**config.mk**
```make
export PLATFORM = sky130hd
export DESIGN_NAME = slle_front
export DESIGN_NICKNAME = d
export VERILOG_FILES = /design/src/hdl/assert_macros.svh /design/src/hdl/slle_pkg.sv /design/src/hdl/slle_front.sv
export SDC_FILE = /design/constraint.sdc
export NUM_CORES = 1
export LEC_CHECK = 0
export BUFFER_PORTS_ARGS = -buffer_cell sky130_fd_sc_hd__buf_2
export CAP_MARGIN = 5
export CORE_MARGIN = 3
export CORE_UTILIZATION = 55
export CTS_CLUSTER_SIZE = 30
export DETAILED_ROUTE_END_ITERATION = 10
export PLACE_DENSITY = 0.83
export SKIP_LAST_GASP = 1
export SLEW_MARGIN = 40
export SYNTH_ARGS = -nofsm -noshare
export SYNTH_HDL_FRONTEND = slang
export SYNTH_SLANG_ARGS = --single-unit
```
**constraint.sdc**
```tcl
create_clock -name aclk -period 4.4 [get_ports aclk]
set_input_delay 0.66 -clock aclk [delete_from_list [all_inputs] [get_ports aclk]]
set_output_delay 0.66 -clock aclk [all_outputs]
set_load 0.05 [all_outputs]
```
**src/hdl/assert_macros.svh**
```systemverilog
// Assertion macros used by the RTL file that carries checks.
`ifndef ASSERT_MACROS_SVH
`define ASSERT_MACROS_SVH

// Implication checked at every rising edge of aclk outside reset.
`define ASSERT_IMPL(label, ante, cons) \
    label: assert property (@(posedge aclk) disable iff (!aresetn) (ante) |-> (cons)) \
        else $error("implication check failed");

// Condition that must hold at every rising edge of aclk outside reset.
`define ASSERT_ALWAYS(label, cond) \
    label: assert property (@(posedge aclk) disable iff (!aresetn) (cond)) \
        else $error("invariant check failed");

`endif

```
**src/hdl/slle_pkg.sv**
```systemverilog
// Shared constants, request codes and types of the static linked list engine.
package slle_pkg;

    localparam int SLOTS      = 256;
    localparam int DATA_WIDTH = 32;
    localparam int IDX_W      = $clog2(SLOTS);
    localparam int CNT_W      = IDX_W;

    localparam logic [IDX_W-1:0] LIST_HEAD = IDX_W'(SLOTS - 1);
    localparam logic [IDX_W-1:0] LAST_SLOT = IDX_W'(SLOTS - 2);
    localparam logic [IDX_W-1:0] FREE_HEAD = '0;

    localparam logic [2:0] OP_INSERT = 3'd0;
    localparam logic [2:0] OP_DELETE = 3'd1;
    localparam logic [2:0] OP_GET    = 3'd2;
    localparam logic [2:0] OP_LOCATE = 3'd3;
    localparam logic [2:0] OP_PRED   = 3'd4;
    localparam logic [2:0] OP_SUCC   = 3'd5;
    localparam logic [2:0] OP_CLEAR  = 3'd6;
    localparam logic [2:0] OP_BAD    = 3'd7;

    typedef struct packed {
        logic [2:0]            op;
        logic                  pos_zero;
        logic [7:0]            pos;
        logic [DATA_WIDTH-1:0] val;
    } req_t;

endpackage

```
**src/hdl/slle_front.sv**
```systemverilog
// Front end: accepts request words, decodes them and queues them for the back end.
module slle_front import slle_pkg::*; (
    input  logic                  aclk,
    input  logic                  aresetn,
    input  logic                  s_valid,
    output logic                  s_ready,
    input  logic [2:0]            s_req_type,
    input  logic [7:0]            s_position,
    input  logic [DATA_WIDTH-1:0] s_value_in,
    output logic                  q_valid,
    output req_t                  q_req,
    input  logic                  q_pop
);

    req_t       fifo_reg [2];
    logic       wr_ptr_reg, wr_ptr_next;
    logic       rd_ptr_reg, rd_ptr_next;
    logic [1:0] fill_reg, fill_next;
    logic       push;
    req_t       dec;

    always_comb begin
        dec.pos      = s_position;
        dec.pos_zero = (s_position == 8'd0);
        dec.val      = s_value_in;
        unique case (s_req_type)
            OP_INSERT, OP_DELETE, OP_GET, OP_LOCATE,
            OP_PRED, OP_SUCC, OP_CLEAR: dec.op = s_req_type;
            default:                    dec.op = OP_BAD;
        endcase
    end

    assign s_ready = (fill_reg != 2'd2);
    assign push    = s_valid && s_ready;
    assign q_valid = (fill_reg != 2'd0);
    assign q_req   = fifo_reg[rd_ptr_reg];

    always_comb begin
        wr_ptr_next = wr_ptr_reg ^ push;
        rd_ptr_next = rd_ptr_reg ^ (q_pop && q_valid);
        fill_next   = fill_reg + 2'(push) - 2'(q_pop && q_valid);
    end

    always_ff @(posedge aclk) begin
        if (!aresetn) begin
            wr_ptr_reg <= 1'b0;
            rd_ptr_reg <= 1'b0;
            fill_reg   <= 2'd0;
        end else begin
            wr_ptr_reg <= wr_ptr_next;
            rd_ptr_reg <= rd_ptr_next;
            fill_reg   <= fill_next;
        end
    end

    always_ff @(posedge aclk) begin
        if (push) begin
            fifo_reg[wr_ptr_reg] <= dec;
        end
    end

endmodule

```
After elaboration in Yosys (flattened, before gate mapping)
Memories as Yosys holds them, arrays and structs flattened. A register that Yosys moved wholly into a read port is not among the register bits.
Cells that the tools add are included.

word-level totals
  register bits = 4
  memory bits (writable) = 88
  input bits = 47
  output and inout bits = 46
  word-level logic and storage cells = 25
  memories = 1

memories
  name      words  bits a word  read ports  clocked after Yosys merged registers in  write ports  line              text
  fifo_reg  2      44           1           1                                        1            slle_front.sv:15  req_t fifo_reg [2];

operators by class
  $add $sub $neg = 2
  eq/ne operators = 7
  muxes and demuxes = 4
  bitwise logic cells = 2
  reduce and logical (&&, ||, !) cells = 6

operators with widths
  kind                                                                   count
  3-bit equality test, second input constant                             3
  8-bit logical NOT                                                      1
  7-bit OR reduction                                                     1
  3-bit by 2-bit equality test with 1-bit output, second input constant  2
  3-bit by 1-bit equality test with 1-bit output, second input constant  1
  3-bit logical NOT                                                      1
  1-bit 2-to-1 mux                                                       3
  3-bit 2-to-1 mux                                                       1
  2-bit by 1-bit adder with 2-bit output                                 1
  1-bit logical AND                                                      2
  2-bit inequality test, second input constant                           1
  2-bit nonzero test                                                     1
  2-bit by 1-bit subtractor with 2-bit output                            1
  1-bit XOR                                                              2

Logic depth before layout (Yosys ltp)
  word-level depth = 4
  depth in mapped cells = 6
  gate-level depth less buffers = 6

Least setup slack after synthesis
OpenSTA, ideal clock, no wires.

  path kind = reg-to-reg
  start point = register fill_reg[0]
  end point = memory fifo_reg[0][0] in the netlist's numbering, enable pin
  library setup time = 0.406 ns
  arrival time = 2.177 ns
  required time = 3.994 ns
  path slack = 1.817 ns
  stages on the path, launching flop included = 4
  path buffers = 0
  clock period less this slack = 2.583 ns
  cell sequence = dfxtp_1 > nand2b_1 > and2_1 > ha_1

between the ends
  longest elaborated chain between the ends = 4

ends and longest elaborated chain
  element                                 line              text
  start: declaration                      slle_front.sv:18  logic [1:0] fill_reg, fill_next;
  start signal: assignment                slle_front.sv:52  fill_reg <= fill_next;
  2-bit inequality test                   slle_front.sv:33  assign s_ready = (fill_reg != 2'd2);
  net s_ready                             slle_front.sv:6   output logic s_ready,
  1-bit logical AND                       slle_front.sv:34  assign push = s_valid && s_ready;
  1-bit 2-to-1 mux                        slle_front.sv:57  if (push) begin
  1-bit 2-to-1 mux (implied by the code)  slle_front.sv:58  fifo_reg[wr_ptr_reg] <= dec;
  end: declaration                        slle_front.sv:15

The timed path passes the listed nets, and every way through them passes these cells.

==> results.json <==
{
  "outcome": "completed",
  "diodes": 0,
  "cts.clk_slew.worst_paths_ns": 0.08,
  "drt-pass1-iter-count": 4,
  "cts_sinks": 93,
  "tritoncts": "yes",
  "r2r-end": "fifo_reg[0][21]",
  "hold_viol_final": 0,
  "grt_pass1_vias": 1852,
  "dieHeight_um": 85.6,
  "max_stage_delay_ns": 0.73,
  "wl_per_cell_um": 16.7,
  "rows": 28,
  "worst_slew_pin_slew_ns": 0.626,
  "slew_headroom_pct": 58.3,
  "clk_latency_ns": 0.34,
  "post_cts_resized": 0,
  "final_util_pct": 69.7,
  "drive_gt1_share_pct": 56.5,
  "fp.dieArea_mm2": 0.00732,
  "n_fill_cell": 407,
  "syn_nets": 221,
  "detail-route-antenna-nets": 0,
  "grt_pass1_wl_um": 9090,
  "min_path_cells": 1,
  "core_mm2": 0.00603,
  "postCtsHoldBufs": 0,
  "cp_cell_sequence": "mux2_2, buf_2",
  "dp_hpwl_um": 3700,
  "async_flop_share_pct": 0,
  "largest_reg_flops": 88,
  "rr_startpoint": "fill_reg[0]",
  "yosysWarnings": 0,
  "finalMaxSlewViolations": 0,
  "hold_class": "input port to flop",
  "setup_viol": 0,
  "cts-root-buf": "clkbuf_8",
  "synth-edff-count": 88,
  "p_leak_nw": 1.57,
  "drc": 0,
  "h-tree-depth": 3,
  "die_w_um": 85.6,
  "hold_slack_ns": 0.503,
  "routed_via_density": 5.24,
  "cts_setup_buffers": 0,
  "min_from": "s_value_in[4]",
  "cp_slowest_cell": "dfxtp_4",
  "path_max_fanout": 44,
  "yosys-top-cells-area": "edfxtp_1, mux2_2, dfxtp_1",
  "hold-path-endpoint": "fifo_reg[0][4]",
  "first_iter_violations": 98,
  "grt_max_degree": 45,
  "clockBufferDepth": 2,
  "power.density_mw_per_mm2": 602,
  "grt_antenna_before_repair": 0,
  "grt_use_total_pct": 16.6,
  "drt_wl_total_um": 5770,
  "num_vias": 1813,
  "clock_skew_ns": 0.00962,
  "synth_flop_cell": "edfxtp_1",
  "synth_common_cells": "edfxtp_1, mux2_2, dfxtp_1, and2_1, buf_6",
  "ff2ff_setup_slack_ns": 2.64,
  "ys_seq_area_share_pct": 78.8,
  "worstSetupPathType": "flop to output port",
  "synth-seq-cells": 93,
  "yosys.area.top_type": "edfxtp_1",
  "finalCritPeriodShare_pct": 53.9,
  "final_nets": 316,
  "cp-end-kind": "output port",
  "io_buffers": 92,
  "start_util_pct": 57.8,
  "io_pins": 93,
  "tns_ns": 0,
  "syn_avg_cell_area_um2": 20.2,
  "cts_buffers": 9,
  "ys_types": 24,
  "period_minus_slack_ns": 2.37,
  "cp.arrival_ns": 1.71,
  "required_ns": 3.74,
  "netlist_area_mm2": 0.00348,
  "r2r_cells": 3,
  "area_growth_pct": 20.6,
  "power.total_w": 0.00253,
  "startpoint_type": "flop",
  "yosys.cell_count.top_type": "edfxtp_1",
  "ir_worst_vdd_v": 0.000454,
  "cap_violations": 0,
  "grt_overflow": 0,
  "rsz0062_at_grt": "no",
  "gp_congestion": 0.690,
  "clock.fmax_mhz": 421,
  "synthCells": 172,
  "synth_top_area_share_pct": 75.9
}
[layout make-up]
class | count | area [µm²] | area share (%)
inverters | 1 | 3.75 | 0.0894
clock buffers | 14 | 173 | 4.11
multi-input cells | 70 | 692 | 16.5
clock inverters | 1 | 30.0 | 0.715
flip-flops and latches | 93 | 2750 | 65.4
repair buffers | 92 | 460 | 11.0
well taps | 75 | 93.8 | 2.23
[stage by stage]
stage | setup WS, ns | std cells | cell area (µm²)
finish | 2.03 | 346 | 4200
global route | 1.92 | 346 | 4200
CTS | 1.99 | 346 | 4200
detailed placement | 2.37 | 331 | 4000
global placement | 2.04 | 331 | 3980
floorplan | 1.82 | 172 | 3480
[where the power goes]
group          internal, W  switching (W)  leakage (nW)
Combinational     0.000234       0.000559         0.603
Sequential         0.00110      0.0000758         0.866
Clock             0.000307       0.000255         0.103
[routing by layer]
layer | vias up | global-route usage [%] | share of wire [%]
li1 | 854 | - | -
met1 | 880 | 20.9 | 42
met2 | 72 | 27.4 | 51
met3 | 7 | 5.67 | 6.3
met4 | 0 | 5.32 | 1.2
met5 | - | 0 | 0
[cell usage in the layout, fill, tap and decap left out, types with 2 or more instances in the layout]
master and n:
nor2b_1 2, clkbuf_1 2, o21ai_0 2, dfxtp_1 4, buf_2 92, edfxtp_1 88
nor2_1 3, mux2_2 44, or4_1 2, clkbuf_8 12, and2_1 4
[how the worst max path moves through the flow]
stage	startpoint	end
after floorplan	fill_reg[0]	fifo_reg[0][0]
after CTS	flop	q_req[1]
after global routing	flop	q_req[35]
after detailed placement	flop	q_req[35]
final	flop	q_req[2]
after global placement	flop	q_req[2]
[logic make-up after synthesis]
kind of cell | Yosys count | synth area share [%]
simple gates | 17 | 2.84
flops | 93 | 78.8
mux | 45 | 14.5
fa+ha+maj | 2 | 0.719
xor+xnor | 1 | 0.252
buf+inv | 9 | 1.87
compound gates | 5 | 1.04
[worst max-delay path, delay by kind of cell, from the launching register on]
| family | cells | cell delay (ns) |
|---|---|---|
| buffers and inverters | 1 | 0.22 |
| flip-flops | 1 | 0.73 |
| multiplexers | 1 | 0.41 |
Note: power is estimated with default switching activity, not from simulation.
